<file path="src/bghd_pkg.sv">
// Shared constants, register codes and divider interface types for the
// battery-gated heater drive. No dependencies; imported by every module.
package bghd_pkg;

    localparam int DivNumW = 24;
    localparam int DivDenW = 16;
    localparam int DivCntW = 5;

    localparam logic [DivNumW-1:0] FilterNum = 24'd4501200;
    localparam logic [DivDenW-1:0] FilterDen = 16'd100;
    localparam logic [DivNumW-1:0] PctScale  = 24'd100;
    localparam logic [2:0]         PressLimit = 3'd5;
    localparam logic [15:0]        VoltMax   = 16'hFFFF;
    localparam logic [7:0]         PctMax    = 8'hFF;

    localparam logic [1:0] MODE_LOW  = 2'd0;
    localparam logic [1:0] MODE_MID  = 2'd1;
    localparam logic [1:0] MODE_HIGH = 2'd2;

    typedef enum logic [2:0] {
        CFG_DUTY_LOW   = 3'd0,
        CFG_DUTY_MID   = 3'd1,
        CFG_DUTY_HIGH  = 3'd2,
        CFG_FULL_MV    = 3'd3,
        CFG_EMPTY_MV   = 3'd4,
        CFG_WINDOW_MS  = 3'd5,
        CFG_MEASURE_MS = 3'd6
    } t_cfg_index;

    typedef struct packed {
        logic               start;
        logic [DivNumW-1:0] num;
        logic [DivDenW-1:0] den;
    } t_div_req;

    typedef struct packed {
        logic               done;
        logic [DivNumW-1:0] quot;
    } t_div_rsp;

endpackage

</file>
<file path="src/battery_gated_heater_drive_unit.sv">
// Top level of the battery-gated heater drive: control pass sequencer,
// configuration registers and result register. Depends on bghd_pkg and bghd_div.
//
// Each input transaction is one control pass and yields exactly one result
// transaction. The block works on one pass at a time: o_stall stays high from
// the accepted pass until its result has been moved into the output register.
// The pass time is set by the shared bit-serial divider. A pass without a voltage
// measurement needs one percent division; a pass whose measure period has run out
// first divides the reference constant by the ADC reading and then the filter sum
// by 100 before the percent division. When the battery is below the empty level,
// or the full level is not above the empty level, the percent division is skipped.
// A zero ADC reading needs no division for the filter. A finished result waits in
// ST_DONE while the output register is full and stalled. The output register holds
// a finished result while the next transaction is already being processed.
// Configuration writes are taken at any time but are only meant while the
// block is idle.
module battery_gated_heater_drive_unit (
    input  logic        i_clk,
    input  logic        i_rst_n,
    // Configuration write port.
    input  logic        i_cfg_we,
    input  logic [2:0]  i_cfg_index,
    input  logic [15:0] i_cfg_data,
    // Input channel.
    input  logic        i_valid,
    output logic        o_stall,
    input  logic [31:0] i_now_ms,
    input  logic [9:0]  i_adc_sample,
    input  logic        i_fire_held,
    input  logic        i_up_event,
    input  logic        i_down_event,
    input  logic        i_power_event,
    // Result channel.
    output logic        o_valid,
    input  logic        i_stall,
    output logic [7:0]  o_pwm_duty,
    output logic [1:0]  o_mode_now,
    output logic [7:0]  o_charge_pct,
    output logic        o_low_battery,
    output logic        o_sleep_request,
    output logic [15:0] o_filtered_mv
);
    import bghd_pkg::*;

    // Pass sequencer states, one-hot.
    typedef enum logic [5:0] {
        ST_IDLE    = 6'b000001,
        ST_DIV_ADC = 6'b000010,
        ST_DIV_AVG = 6'b000100,
        ST_CHARGE  = 6'b001000,
        ST_DIV_PCT = 6'b010000,
        ST_DONE    = 6'b100000
    } t_state;

    t_state r_state;

    // Configuration registers.
    logic [7:0]  r_duty_low;
    logic [7:0]  r_duty_mid;
    logic [7:0]  r_duty_high;
    logic [15:0] r_full_mv;
    logic [15:0] r_empty_mv;
    logic [15:0] r_window_ms;
    logic [15:0] r_measure_ms;

    // Controller state carried from pass to pass.
    logic [1:0]  r_mode;
    logic [15:0] r_volt;
    logic        r_locked;
    logic [2:0]  r_press_count;
    logic [31:0] r_window_start;
    logic [31:0] r_last_measure;
    logic [7:0]  r_charge;

    // Per-pass values held until the pass completes.
    logic [7:0]  r_duty_pend;
    logic        r_sleep_pend;

    // Result register.
    logic        r_out_valid;
    logic [7:0]  r_out_duty;
    logic [1:0]  r_out_mode;
    logic [7:0]  r_out_charge;
    logic        r_out_low;
    logic        r_out_sleep;
    logic [15:0] r_out_mv;

    logic        in_accept;
    logic        out_load;
    logic [7:0]  duty_now;
    logic [1:0]  n_mode;
    logic [2:0]  n_press_count;
    logic [31:0] n_window_start;
    logic        n_sleep;
    logic        measure_due;
    logic [DivNumW-1:0] old_weighted;
    logic [15:0] volt_above_empty;
    logic        volt_low;
    logic        span_valid;

    t_div_req    div_req;
    t_div_rsp    div_rsp;

    assign in_accept = i_valid && !o_stall;
    assign o_stall   = (r_state != ST_IDLE);
    assign out_load  = (r_state == ST_DONE) && (!r_out_valid || !i_stall);

    // The duty uses the mode and the lock as they stood before this pass.
    always_comb begin
        duty_now = 8'd0;
        if (i_fire_held && !r_locked) begin
            case (r_mode)
                MODE_LOW: duty_now = r_duty_low;
                MODE_MID: duty_now = r_duty_mid;
                default:  duty_now = r_duty_high;
            endcase
        end
    end

    // Up is applied before down; on up the unused mode code acts as the top mode.
    always_comb begin
        n_mode = r_mode;
        if (i_up_event) begin
            n_mode = (n_mode >= MODE_HIGH) ? MODE_LOW : n_mode + 2'd1;
        end
        if (i_down_event) begin
            n_mode = (n_mode == MODE_LOW || n_mode > MODE_HIGH) ? MODE_HIGH
                                                               : n_mode - 2'd1;
        end
    end

    // Power press counting. The window opens on the second press, and the
    // timeout check sees the press of the same pass already counted.
    always_comb begin
        n_press_count  = r_press_count;
        n_window_start = r_window_start;
        n_sleep        = 1'b0;
        if (i_power_event) begin
            if (r_press_count == 3'd1) begin
                n_window_start = i_now_ms;
            end
            n_press_count = r_press_count + 3'd1;
            if (n_press_count >= PressLimit) begin
                n_sleep       = 1'b1;
                n_press_count = 3'd0;
            end
        end
        if (n_press_count != 3'd0
                && (i_now_ms - n_window_start) > {16'd0, r_window_ms}) begin
            n_press_count  = 3'd0;
            n_window_start = i_now_ms;
        end
    end

    assign measure_due = (i_now_ms - r_last_measure) > {16'd0, r_measure_ms};

    // 96 times the old voltage, as 64x plus 32x.
    assign old_weighted = {2'd0, r_volt, 6'd0} + {3'd0, r_volt, 5'd0};

    assign volt_low         = r_volt < r_empty_mv;
    assign span_valid       = r_full_mv > r_empty_mv;
    assign volt_above_empty = r_volt - r_empty_mv;

    // Divider requests: reference over ADC, filter sum over 100, and percent.
    always_comb begin
        div_req = '0;
        unique case (r_state)
            ST_IDLE: begin
                if (in_accept && measure_due && i_adc_sample != 10'd0) begin
                    div_req.start = 1'b1;
                    div_req.num   = FilterNum;
                    div_req.den   = {6'd0, i_adc_sample};
                end
            end
            ST_DIV_ADC: begin
                if (div_rsp.done) begin
                    div_req.start = 1'b1;
                    div_req.num   = div_rsp.quot + old_weighted;
                    div_req.den   = FilterDen;
                end
            end
            ST_CHARGE: begin
                if (!volt_low && span_valid) begin
                    div_req.start = 1'b1;
                    div_req.num   = {8'd0, volt_above_empty} * PctScale;
                    div_req.den   = r_full_mv - r_empty_mv;
                end
            end
            ST_DIV_AVG, ST_DIV_PCT, ST_DONE: begin
                div_req = '0;
            end
            default: begin
                div_req = '0;
            end
        endcase
    end

    bghd_div u_div (
        .i_clk   (i_clk),
        .i_rst_n (i_rst_n),
        .i_req   (div_req),
        .o_rsp   (div_rsp)
    );

    // Configuration registers.
    always_ff @(posedge i_clk) begin
        if (!i_rst_n) begin
            r_duty_low   <= 8'd85;
            r_duty_mid   <= 8'd170;
            r_duty_high  <= 8'd220;
            r_full_mv    <= 16'd4200;
            r_empty_mv   <= 16'd3000;
            r_window_ms  <= 16'd2000;
            r_measure_ms <= 16'd100;
        end else if (i_cfg_we) begin
            unique case (t_cfg_index'(i_cfg_index))
                CFG_DUTY_LOW:   r_duty_low   <= i_cfg_data[7:0];
                CFG_DUTY_MID:   r_duty_mid   <= i_cfg_data[7:0];
                CFG_DUTY_HIGH:  r_duty_high  <= i_cfg_data[7:0];
                CFG_FULL_MV:    r_full_mv    <= i_cfg_data;
                CFG_EMPTY_MV:   r_empty_mv   <= i_cfg_data;
                CFG_WINDOW_MS:  r_window_ms  <= i_cfg_data;
                CFG_MEASURE_MS: r_measure_ms <= i_cfg_data;
                default: begin
                end
            endcase
        end
    end

    // Pass sequencer and controller state.
    always_ff @(posedge i_clk) begin
        if (!i_rst_n) begin
            r_state        <= ST_IDLE;
            r_mode         <= MODE_LOW;
            r_volt         <= 16'd0;
            r_locked       <= 1'b0;
            r_press_count  <= 3'd0;
            r_window_start <= 32'd0;
            r_last_measure <= 32'd0;
            r_charge       <= 8'd0;
        end else begin
            unique case (r_state)
                ST_IDLE: begin
                    if (in_accept) begin
                        r_mode         <= n_mode;
                        r_press_count  <= n_press_count;
                        r_window_start <= n_window_start;
                        if (measure_due) begin
                            r_last_measure <= i_now_ms;
                            if (i_adc_sample == 10'd0) begin
                                r_volt  <= VoltMax;
                                r_state <= ST_CHARGE;
                            end else begin
                                r_state <= ST_DIV_ADC;
                            end
                        end else begin
                            r_state <= ST_CHARGE;
                        end
                    end
                end
                ST_DIV_ADC: begin
                    if (div_rsp.done) begin
                        r_state <= ST_DIV_AVG;
                    end
                end
                ST_DIV_AVG: begin
                    if (div_rsp.done) begin
                        r_volt  <= (div_rsp.quot[DivNumW-1:16] != '0) ? VoltMax
                                                                      : div_rsp.quot[15:0];
                        r_state <= ST_CHARGE;
                    end
                end
                ST_CHARGE: begin
                    if (volt_low) begin
                        r_charge <= 8'd0;
                        r_locked <= 1'b1;
                        r_state  <= ST_DONE;
                    end else if (!span_valid) begin
                        r_charge <= PctMax;
                        r_locked <= 1'b0;
                        r_state  <= ST_DONE;
                    end else begin
                        r_state <= ST_DIV_PCT;
                    end
                end
                ST_DIV_PCT: begin
                    if (div_rsp.done) begin
                        r_charge <= (div_rsp.quot[DivNumW-1:8] != '0) ? PctMax
                                                                     : div_rsp.quot[7:0];
                        r_locked <= 1'b0;
                        r_state  <= ST_DONE;
                    end
                end
                ST_DONE: begin
                    if (out_load) begin
                        r_state <= ST_IDLE;
                    end
                end
                default: begin
                    r_state <= ST_IDLE;
                end
            endcase
        end
    end

    // Values of the pass that are fixed at acceptance.
    always_ff @(posedge i_clk) begin
        if (in_accept) begin
            r_duty_pend  <= duty_now;
            r_sleep_pend <= n_sleep;
        end
    end

    // Result register: valid flag under reset, payload without.
    always_ff @(posedge i_clk) begin
        if (!i_rst_n) begin
            r_out_valid <= 1'b0;
        end else if (out_load) begin
            r_out_valid <= 1'b1;
        end else if (!i_stall) begin
            r_out_valid <= 1'b0;
        end
    end

    always_ff @(posedge i_clk) begin
        if (out_load) begin
            r_out_duty   <= r_duty_pend;
            r_out_mode   <= r_mode;
            r_out_charge <= r_charge;
            r_out_low    <= r_locked;
            r_out_sleep  <= r_sleep_pend;
            r_out_mv     <= r_volt;
        end
    end

    assign o_valid         = r_out_valid;
    assign o_pwm_duty      = r_out_duty;
    assign o_mode_now      = r_out_mode;
    assign o_charge_pct    = r_out_charge;
    assign o_low_battery   = r_out_low;
    assign o_sleep_request = r_out_sleep;
    assign o_filtered_mv   = r_out_mv;

endmodule

</file>
<file path="src/bghd_div.sv">
// Bit-serial restoring divider: one quotient bit per cycle.
// Depends on bghd_pkg for widths and the request/response types.
module bghd_div (
    input  logic              i_clk,
    input  logic              i_rst_n,
    input  bghd_pkg::t_div_req i_req,
    output bghd_pkg::t_div_rsp o_rsp
);
    import bghd_pkg::*;

    logic [DivDenW-1:0] r_rem;
    logic [DivNumW-1:0] r_quo;
    logic [DivDenW-1:0] r_den;
    logic [DivCntW-1:0] r_cnt;
    logic               r_busy;
    logic               r_done;

    logic [DivDenW:0]   rem_sh;
    logic [DivDenW:0]   rem_sub;
    logic               ge;

    // The remainder stays below the divisor, so both arms fit DivDenW bits.
    assign rem_sh  = {r_rem, r_quo[DivNumW-1]};
    assign ge      = rem_sh >= {1'b0, r_den};
    assign rem_sub = rem_sh - {1'b0, r_den};

    always_ff @(posedge i_clk) begin
        if (!i_rst_n) begin
            r_busy <= 1'b0;
            r_done <= 1'b0;
            r_cnt  <= '0;
        end else begin
            r_done <= 1'b0;
            if (i_req.start) begin
                r_busy <= 1'b1;
                r_cnt  <= DivCntW'(DivNumW - 1);
            end else if (r_busy) begin
                r_cnt <= r_cnt - 1'b1;
                if (r_cnt == '0) begin
                    r_busy <= 1'b0;
                    r_done <= 1'b1;
                end
            end
        end
    end

    always_ff @(posedge i_clk) begin
        if (i_req.start) begin
            r_rem <= '0;
            r_quo <= i_req.num;
            r_den <= i_req.den;
        end else if (r_busy) begin
            r_rem <= ge ? rem_sub[DivDenW-1:0] : rem_sh[DivDenW-1:0];
            r_quo <= {r_quo[DivNumW-2:0], ge};
        end
    end

    assign o_rsp.done = r_done;
    assign o_rsp.quot = r_quo;

endmodule
</file>
<file path="config.mk">
export PLATFORM = sky130hd
export DESIGN_NAME = battery_gated_heater_drive_unit
export DESIGN_NICKNAME = d
export VERILOG_FILES = /design/src/bghd_pkg.sv /design/src/battery_gated_heater_drive_unit.sv /design/src/bghd_div.sv
export SDC_FILE = /design/constraint.sdc
export NUM_CORES = 1
export LEC_CHECK = 0
export ABC_CLOCK_PERIOD_IN_PS = 6900
export BUFFER_PORTS_ARGS = -buffer_cell sky130_fd_sc_hd__buf_2
export CAP_MARGIN = 15
export CORE_ASPECT_RATIO = 0.9
export CORE_MARGIN = 2
export CORE_UTILIZATION = 55
export CTS_CLUSTER_SIZE = 8
export DETAILED_ROUTE_END_ITERATION = 10
export PLACE_DENSITY = 0.75
export SYNTH_ARGS = -nofsm -noshare
export SYNTH_HDL_FRONTEND = slang
export SYNTH_SLANG_ARGS = --single-unit
</file>
<file path="constraint.sdc">
create_clock -name i_clk -period 6.9 [get_ports i_clk]
set_input_delay 0.69 -clock i_clk [delete_from_list [all_inputs] [get_ports i_clk]]
set_output_delay 0.69 -clock i_clk [all_outputs]
set_load 0.05 [all_outputs]
</file>
======== Word-level counts from Yosys, hierarchy flattened ========
Cells that the tools add are included.
storage, ports and cells
  flip-flop bits (word level) ............. 297
  input port bits ......................... 70
  output and inout bits ................... 38
  word-level logic and storage cells ...... 169
cells by class
  $add $sub $neg .......................... 11
  multiply operators ...................... 1
  magnitude comparators ................... 8
  equality and inequality tests ........... 24
  multiplexer cells ....................... 52
  bitwise logic cells ..................... 2
  reduce and logical (&&, ||, !) cells .... 40
operators by type and width
  kind                                                                  number
  41-bit 2-to-1 mux                                                     3
  41-bit one-hot mux with 3 select lines                                1
  16-bit 2-to-1 mux                                                     6
  32-bit 2-to-1 mux                                                     3
  32-bit by 16-bit greater-than comparator with 1-bit output            2
  32-bit subtractor                                                     2
  24-bit 2-to-1 mux                                                     2
  6-bit 2-to-1 mux                                                      8
  16-bit subtractor                                                     3
  6-bit one-hot mux with 6 select lines                                 1
  8-bit 2-to-1 mux                                                      4
  16-bit one-hot mux with 2 select lines                                1
  8-bit one-hot mux with 2 select lines                                 2
  24-bit by 23-bit adder with 24-bit output                             1
  22-bit by 21-bit adder with 23-bit output                             1
  16-bit by 5-bit multiplier with 21-bit output, second input constant  1
  17-bit by 16-bit >= comparator with 1-bit output                      1
  16-bit greater-than comparator                                        1
  16-bit less-than comparator                                           1
  2-bit AND reduction                                                   8
  16-bit nonzero test                                                   1
  10-bit logical NOT                                                    1
  1-bit 2-to-1 mux                                                      10
  5-bit 2-to-1 mux                                                      2
  40 further kinds                                                      72

======== Longest topological paths before layout ========
Gate-level depths: netlist (run 1).
  depth in word-level cells ............... 8
  mapped depth ............................ 27
  mapped depth without buffers ............ 27

======== Modules after synthesis ========
Synthesis (run 1) repeated with hierarchy kept, for this count alone.
unflattened totals
  cell total of the unflattened synthesis .. 2506
  area total of the unflattened synthesis .. 21498.1 um^2
by module, submodules not included
  module                           times used  cells each  area an instance (um^2)  seq. area each (um^2)
  battery_gated_heater_drive_unit  1           2200        18118.6                  5134.9
  bghd_div                         1           306         3379.5                   1661.6

======== Worst setup path before layout (run 1) ========
No wires, ideal clock.
  kind .................................... in2reg
  start point ............................. input i_now_ms[0]
  end point ............................... register u_div.r_quo[0], enable pin
  setup time .............................. 425 ps
  arrival ................................. 5598 ps
  data required time ...................... 6475 ps
  slack ................................... 876 ps
  stages on the path ...................... 21
  buffers on the path ..................... 1
  cell sequence ........................... inv_1 -> ha_1 -> inv_1 -> fa_1 -> a211oi_1 -> o211ai_1 -> a31o_2 -> a21oi_1 -> xnor2_1 -> ha_1 -> and4_1 -> a221o_1 -> a211oi_1 -> a21oi_1 -> or4_1 -> or4_1 -> nor4_4 -> a21oi_2 -> a21boi_4 -> buf_2 -> nand2_1
between the ends
  cells in the longest elaborated chain, start to end .. 7
RTL lines
  item                                                        line                                    RTL
  start: declaration                                          battery_gated_heater_drive_unit.sv:27   input logic [31:0] i_now_ms,
  32-bit subtractor                                           battery_gated_heater_drive_unit.sv:155  assign measure_due = (i_now_ms - r_last_measure) > {16'd0, r_measure_ms};
  32-bit by 16-bit greater-than comparator with 1-bit output  battery_gated_heater_drive_unit.sv:155
  1-bit logical AND (2 in series)                             battery_gated_heater_drive_unit.sv:169  if (in_accept && measure_due && i_adc_sample != 10'd0) begin
  41-bit 2-to-1 mux                                           battery_gated_heater_drive_unit.sv:169
  41-bit one-hot mux with 3 select lines                      battery_gated_heater_drive_unit.sv:167  unique case (r_state)
  2-bit nonzero test (no source line)                         -
  end signal: assignment                                      bghd_div.sv:50                          r_quo <= i_req.num;
  end signal: assignment                                      bghd_div.sv:54                          r_quo <= {r_quo[DivNumW-2:0], ge};
  end: declaration                                            bghd_div.sv:12                          logic [DivNumW-1:0] r_quo;
No other way between the ends.
A chain may end at the register's enable or synchronous reset.

======== Worst setup path after layout (run 1) ========
  start point ............................. register r_volt[0]
  end point ............................... register u_div.r_quo[21] (data pin)
between the ends
  cells in the longest elaborated chain, start to end .. 6
  elaborated cells between the ends (all ways) .. 11
  classes of those cells .................. 3 x add/sub; 1 x mul; 1 x order compare; 4 x mux; 2 x reduce/logical
RTL lines
  item                                                                                   line                                    RTL
  start: declaration                                                                     battery_gated_heater_drive_unit.sv:68   logic [15:0] r_volt;
  start signal: assignment                                                               battery_gated_heater_drive_unit.sv:251  r_volt <= VoltMax;
  start signal: assignment                                                               battery_gated_heater_drive_unit.sv:268  r_volt <= (div_rsp.quot[DivNumW-1:16] != '0) ? VoltMax
  branches (longest 4 deep; another with 16-bit by 5-bit multiplier with 21-bit output)  -
  41-bit one-hot mux with 3 select lines (*)                                             battery_gated_heater_drive_unit.sv:167
  24-bit 2-to-1 mux (*)                                                                  bghd_div.sv:48                          if (i_req.start) begin
Mark *: on every way between the ends.

==> run summary, run 1 <==
clock sink total - 297
worst rel slew slack - 28.5%
endpoints failing hold - 0
largest net degree at the start of global routing - 99
fin. max-slew vios - 0
dpl cells - 3,030
Final GP Congestion - 0.924
DRT iter0 DRCs - 1,437
RSZ-0062 raised after global routing - no
Num CTS Buffers - 43
post-synthesis mux area share - 4.11%
ys async rst share - 0%
core footprint - 38,200 um^2
site row count - 68
number of flops mapped to enable cells by yosys - 85
layout cell share with drive strength beyond 1 - 8.54%
Max Fanout on Critical Path - 5
vias - 18,626
Gates resized, CTS repair - 0
Unique masters post-synth - 79
Syn Nets - 2,826
Startpoint Class - flip-flop
Post-CTS Hold Fix Bufs - 0
Hold Startpoint - r_duty_pend[5]
critical path class - flip-flop to flip-flop
htree depth - 2
fin crit period - 6.20 ns
Starting Density - 55.7%
worst-margin pin slew - 1.05 ns
initial antenna violation count - 6
clk buf depth - 3
worst hold path cell count - 0
worst r2r src - r_volt[0]
Final ANT Viol Nets - 0
logic gate share of total power - 28.1%
Finished Cell Area - 23,500 um^2
CTS tree - yes
fmax - 161 MHz
sequential fraction of design power - 36.7%
die footprint - 40,200 um^2
Worst Clk Skew - 0.0204 ns
Leak Pwr - 10.0 nW
xor/xnor share of the synthesized area - 4.33%
dpl hpwl - 43.0 mm
first-pass GRT wire length - 90.2 mm
area growth from synthesis to layout - 10.7%
die width - 211 um
clock root buffer - clkbuf_16
gr usage total - 27.9%
Peak VDD IR - 0.175 mV
status - completed
worst-skew pair later-pin latency - 0.54 ns
Synth Flop Type - dfxtp_1
Via density - 6.00
setup TNS - 0 ns
fin crit share - 89.9%
Final Non-Filler Cells - 3,105
hold slack - 0.416 ns
YS warnings - 0
max_cap viols - 0
Critical Path RT - 7.19 ns
Avg Cell Area, Syn - 8.49 um^2
Yosys reg bits - 297
total wire length - 56.7 mm
TritonRoute pass-1 iters - 6
flop2flop setup slack - 0.70 ns
largest family of logic cells by synthesized area - compound AO/OA/AOI/OAI gates
CP arrival - 6.49 ns
setup violators final - 0
switching pwr - 0.00178 W
Mapped Area - 21,300 um^2
Synth Area in Simple Gates - 18.7%
reg-to-reg endpoint - u_div.r_quo[21]
sequential cell area fraction in the yosys report - 32.0%
post-synthesis adder-cell area fraction - 15.9%
total gr overflow - 0
Mapped Cells - 2,505
vias in the first global route - 17,417
# DRC - 0
CTS clock-pin slew for the worst setup and hold paths - 0.05 ns
worst r2r path cells - 26
Final nets - 2,908
Avg WL per Cell - 18.3 um
Ports - 108
power density over the cells - 235 nW/um^2
post-place instance area - 22,300 um^2
chip height - 191 um
Compound-Gate Fraction of Synth Area - 19.9%
type of the worst min-delay path - flip-flop to flip-flop
WHS Endpoint - o_pwm_duty[5]
Post-CTS Setup Repair Bufs - 0
power share of the clock group - 35.3%
crit path capture type - flip-flop
Int Pwr - 0.00374 W
Sw Ratio - 32.3%
port buffer count - 107
==> critical path, stage by stage, from the launching register on <==
cell      delay, ns
dfxtp_1        0.45
inv_1          0.12
ha_1           0.25
nor2b_1        0.13
o21ai_0        0.10
a21boi_0       0.25
o21ai_0        0.14
a21boi_0       0.39
o21ai_0        0.15
nand2_1        0.10
xor2_1         0.23
ha_1           0.29
ha_1           0.28
inv_1          0.05
fa_1           0.49
inv_1          0.04
ha_1           0.35
a21o_1         0.21
a211o_1        0.30
o21ba_2        0.24
o31ai_1        0.11
or4_1          0.44
a31o_2         0.25
a21oi_1        0.16
xor2_1         0.15
nor2_1         0.05
a221o_1        0.25
==> registers in the layout, indices dropped and copies added, names as in the netlist, 6 cells and up <==
signal and cells:
r_window_ms 16, u_div.r_quo 24, r_full_mv 16, r_volt 16, r_state 6, r_charge 8
u_div.r_rem 16, r_last_measure 32, r_window_start 32, r_duty_low 8, o_pwm_duty 8, u_div.r_den 16
r_duty_high 8, o_charge_pct 8, r_measure_ms 16, r_empty_mv 16, r_duty_mid 8, r_duty_pend 8
o_filtered_mv 16
==> cell usage after synthesis, types with 5 or more instances <==
library cell	number	area, um^2
o31a_1	7	61.3
a211o_1	7	61.3
nand2b_1	29	181
inv_1	190	713
o31ai_1	10	75.1
nor2b_1	39	244
o41ai_1	8	70.1
and2_1	14	87.6
o221a_2	5	56.3
nor2_1	161	604
a221o_1	14	140
dfxtp_1	212	4240
a22oi_1	9	67.6
nand4_1	22	138
a2111oi_0	5	43.8
o211ai_1	38	285
clkbuf_1	75	282
or4_1	9	67.6
buf_1	6	22.5
edfxtp_1	85	2550
fa_1	32	641
nor3_1	48	240
mux2i_1	84	841
ha_1	219	2740
o21ai_0	78	390
nor4_1	14	87.6
a211oi_1	11	82.6
a211oi_2	12	150
a21o_1	45	338
nand3_1	98	490
and3_1	16	100
or3_1	14	87.6
o221a_1	11	124
or2_2	7	43.8
o21a_1	22	165
o21bai_1	10	75.1
o21ai_1	44	220
a31oi_1	12	75.1
a21boi_0	67	503
buf_2	11	55.1
nand2_1	370	1390
xor2_1	48	420
xnor2_1	57	499
a21oi_1	147	736
==> worst max-delay path by stage <==
stage | startpoint | endpoint | slack, ns | cells past startpoint
final | r_volt[0] | u_div.r_quo[21] | 0.70 | 26
after global routing | r_empty_mv[1] | u_div.r_quo[21] | 0.18 | 26
after CTS | r_empty_mv[1] | u_div.r_quo[21] | 0.75 | 26
after detailed placement | i_now_ms[0] | u_div.r_busy | 0.51 | 22
after global placement | i_now_ms[0] | u_div.r_busy | 0.59 | 23
after floorplan | i_now_ms[0] | u_div.r_quo[0] | 0.88 | 21
==> per-stage QoR <==
| step | setup WS, ns | total power (W) | util, % |
|---|---|---|---|
| after floorplan | 0.876 | 0.00317 | - |
| final | 0.698 | 0.00552 | 61.6 |
| after CTS | 0.752 | 0.00553 | 61.5 |
| after detailed placement | 0.505 | 0.00356 | 58.3 |
| after global routing | 0.183 | 0.00582 | 61.6 |
| after global placement | 0.592 | 0.00351 | 58.3 |
==> cell usage in the layout, fill, tap and decap left out, types with 78 or more instances in the layout <==
| master | netlist | final |
|---|---|---|
| mux2i_1 | 84 | 84 |
| edfxtp_1 | 85 | 85 |
| a21oi_1 | 147 | 146 |
| o21ai_0 | 78 | 78 |
| dfxtp_1 | 212 | 212 |
| nand2_1 | 370 | 369 |
| buf_2 | 11 | 106 |
| nand3_1 | 98 | 98 |
| ha_1 | 219 | 219 |
| inv_1 | 190 | 190 |
| nor2_1 | 161 | 160 |
==> layer usage <==
| layer | global-route usage (%) | wire (um) |
|---|---|---|
| met1 | 39.4 | 26600 |
| met4 | 9.05 | 1630 |
| met2 | 42.8 | 24300 |
| met3 | 5.57 | 4150 |
| met5 | 0 | 13 |
==> cells by family after synthesis <==
kind of cell	count (synthesis)
XOR/XNOR	105
multiplexers	87
buffers and inverters	283
adder cells (fa/ha/maj)	251
flip-flops	297
AO/OA/AOI/OAI	617
AND/OR/NAND/NOR	865
==> power by group through the flow <==
stage | combinational [W] | sequential, W | clock (W)
final | 0.00155 | 0.00202 | 0.00195
after global routing | 0.00172 | 0.00203 | 0.00206
after CTS | 0.00153 | 0.00202 | 0.00199
after detailed placement | 0.00151 | 0.00205 | 0
after global placement | 0.00147 | 0.00205 | 0
after floorplan | 0.00116 | 0.00202 | 0
==> cell type report <==
type / instances / area [um^2]
Sequential cell: 297 / 6800
Inverter: 191 / 717
Multi-Input combinational cell: 1925 / 13400
Clock buffer: 67 / 1220
Tap cell: 490 / 613
Clock inverter: 1 / 5.00
Timing Repair Buffer: 129 / 739
Fill cell: 3247 / 14700
Antenna cell: 5 / 12.5
Note: power is estimated with default switching activity, not from simulation.
==> run 2, diff against run 1 <==
--- a/config.mk
+++ b/config.mk
@@ -6,14 +6,14 @@
 export NUM_CORES = 1
 export LEC_CHECK = 0
 export ABC_CLOCK_PERIOD_IN_PS = 6900
-export BUFFER_PORTS_ARGS = -buffer_cell sky130_fd_sc_hd__buf_2
 export CAP_MARGIN = 15
 export CORE_ASPECT_RATIO = 0.9
 export CORE_MARGIN = 2
 export CORE_UTILIZATION = 55
 export CTS_CLUSTER_SIZE = 8
 export DETAILED_ROUTE_END_ITERATION = 10
-export PLACE_DENSITY = 0.75
+export DONT_BUFFER_PORTS = 1
+export PLACE_DENSITY = 0.72
 export SYNTH_ARGS = -nofsm -noshare
 export SYNTH_HDL_FRONTEND = slang
 export SYNTH_SLANG_ARGS = --single-unit
==> run 2 against run 1 <==
Against the previous run:
- worst hold slack worse by 0.15 ns
- combinational power is 5% lower
- utilization is 1.7 points lower
- largest cell class unchanged
- cell count is 3.8% lower
- clock skew is 0.0033 ns higher
- sequential share of layout area is 0.81 points higher
- sequential power hardly changed
- maximum frequency is 1.5% lower
- flip-flop and latch count stayed put
==> run summary, run 2 (synthesis results as in run 1) <==
worst r2r src - r_empty_mv[1]
die footprint - 40,200 um^2
clock sink total - 297
sequential fraction of design power - 37.4%
fin crit period - 6.29 ns
endpoints failing hold - 0
Ports - 108
Num CTS Buffers - 43
met1 Use GR - 40.2%
Critical Path RT - 7.21 ns
site row count - 68
chip height - 191 um
initial antenna violation count - 0
layout cell share with drive strength beyond 1 - 4.36%
power share of the clock group - 35.4%
worst r2r path cells - 26
htree depth - 2
port buffer count - 0
setup TNS - 0 ns
flop2flop setup slack - 0.61 ns
type of the worst min-delay path - input port to flip-flop
core footprint - 38,200 um^2
gr usage total - 28.0%
# DRC - 0
vias in the first global route - 16,822
reg-to-reg endpoint - u_div.r_quo[21]
worst-margin pin slew - 1.09 ns
fin. max-slew vios - 0
critical path class - flip-flop to flip-flop
largest net degree at the start of global routing - 262
fmax - 159 MHz
Gates resized, CTS repair - 0
WHS Endpoint - r_duty_mid[7]
Via density - 6.04
most frequent cells in the layout - nand2_1, ha_1, dfxtp_1, inv_1, nor2_1
total gr overflow - 0
most common cell after layout, fill and taps aside - nand2_1
ANT cells - 0
Startpoint Class - flip-flop
die width - 211 um
Leak Pwr - 9.57 nW
Int Pwr - 0.00367 W
Starting Density - 55.7%
M2 GR Usage - 41.8%
DRT iter0 DRCs - 1,502
Hold Startpoint - i_cfg_data[7]
vias - 18,061
Final ANT Viol Nets - 0
Post-CTS Hold Fix Bufs - 0
clock root buffer - clkbuf_16
RSZ-0062 raised after global routing - no
Final GP Congestion - 0.935
status - completed
logic gate share of total power - 27.3%
worst-skew pair later-pin latency - 0.56 ns
Final nets - 2,797
worst rel slew slack - 25.2%
Peak VDD IR - 0.166 mV
switching pwr - 0.00174 W
Sw Ratio - 32.1%
Filler Cell Count - 3,342
worst hold path cell count - 2
CTS clock-pin slew for the worst setup and hold paths - 0.06 ns
TritonRoute pass-1 iters - 6
grt met3 use - 6.41%
area growth from synthesis to layout - 7.68%
Max Fanout on Critical Path - 4
Post-CTS Setup Repair Bufs - 0
max_cap viols - 0
clk buf depth - 3
GRT Max-Usage Layer - met2
Finished Cell Area - 22,900 um^2
CP arrival - 6.60 ns
total wire length - 56.7 mm
dpl hpwl - 42.7 mm
Avg WL per Cell - 19.0 um
CTS tree - yes
fin crit share - 91.2%
crit path capture type - flip-flop
first-pass GRT wire length - 89.6 mm
Worst Clk Skew - 0.0237 ns
Regs by FF count - r_last_measure: 32 flops, r_window_start: 32 flops, u_div.r_quo: 24 flops
power density over the cells - 236 nW/um^2
setup violators final - 0
post-place instance area - 21,700 um^2
[run 2: cell types whose count changed in the layout (fill, tap and decap cells not counted)]
cell,previous run,this run
buf_8,0,1
clkbuf_8,1,0
clkbuf_1,21,23
diode_2,5,0
buf_16,1,0
inv_6,0,1
buf_4,20,15
clkinv_2,1,0
clkbuf_16,45,43
buf_2,106,0
[run 2: worst max-delay path by stage]
stage / start / end / slack (ns)
after global routing: r_empty_mv[1] / u_div.r_quo[21] / 0.11
after global placement: i_now_ms[0] / u_div.r_quo[6] / 0.78
after floorplan: i_now_ms[0] / u_div.r_quo[0] / 0.88
after detailed placement: i_now_ms[0] / u_div.r_quo[6] / 0.65
after CTS: r_empty_mv[1] / u_div.r_quo[21] / 0.64
final: r_empty_mv[1] / u_div.r_quo[21] / 0.61
[run 2: power by group through the flow]
stage               Combinational (W)  Sequential (W)  Clock [W]
floorplan                     0.00116         0.00202          0
global placement              0.00139         0.00205          0
detailed placement            0.00143         0.00205          0
CTS                           0.00145         0.00202    0.00195
global route                  0.00164         0.00203    0.00202
finish                        0.00148         0.00202    0.00191
[run 2: cell type report]
class	instances	area (um^2)	share of cell area [%]
Clock buffer	66	1160	5.08
Clock inverter	1	8.76	0.0383
Inverter	191	717	3.13
Multi-Input combinational cell	1925	13400	58.7
Sequential cell	297	6800	29.7
Tap cell	490	613	2.68
Timing Repair Buffer	18	159	0.694
[run 2: through the flow]
stage               total power, W  util, %  std cells  setup WS (ns)  hold slack (ns)
floorplan                  0.00317        -       2505          0.876            0.400
global placement           0.00344     56.8       2919          0.783            0.402
detailed placement         0.00349     56.8       2919          0.651            0.405
CTS                        0.00542     59.9       2986          0.642            0.212
global route               0.00570     59.9       2988          0.107            0.255
finish                     0.00541     59.9       2988          0.606            0.262
[run 2: layer usage]
| layer | vias up | part of all wire (%) | routed length, um |
|---|---|---|---|
| li1 | 8840 | - | - |
| met1 | 8556 | 47 | 26400 |
| met2 | 568 | 42 | 24000 |
| met3 | 97 | 8.6 | 4890 |
| met4 | 0 | 2.3 | 1330 |
| met5 | - | 0 | 0 |
[run 2: critical path, stage by stage (launching register included)]
cell and delay, ns:
dfxtp_1 0.45, inv_1 0.12, ha_1 0.29, nor2b_1 0.12
o21ai_0 0.21, a21boi_0 0.17, o21ai_0 0.27, a21boi_0 0.20
o21ai_0 0.17, nand2_1 0.08, xor2_1 0.26, ha_1 0.30
ha_1 0.28, inv_1 0.05, fa_1 0.49, inv_1 0.04
ha_1 0.34, a21o_1 0.20, a211o_1 0.30, o21ba_2 0.25
o31ai_1 0.11, or4_1 0.44, a31o_2 0.25, a21oi_1 0.17
xor2_1 0.16, nor2_1 0.06, a221o_1 0.25
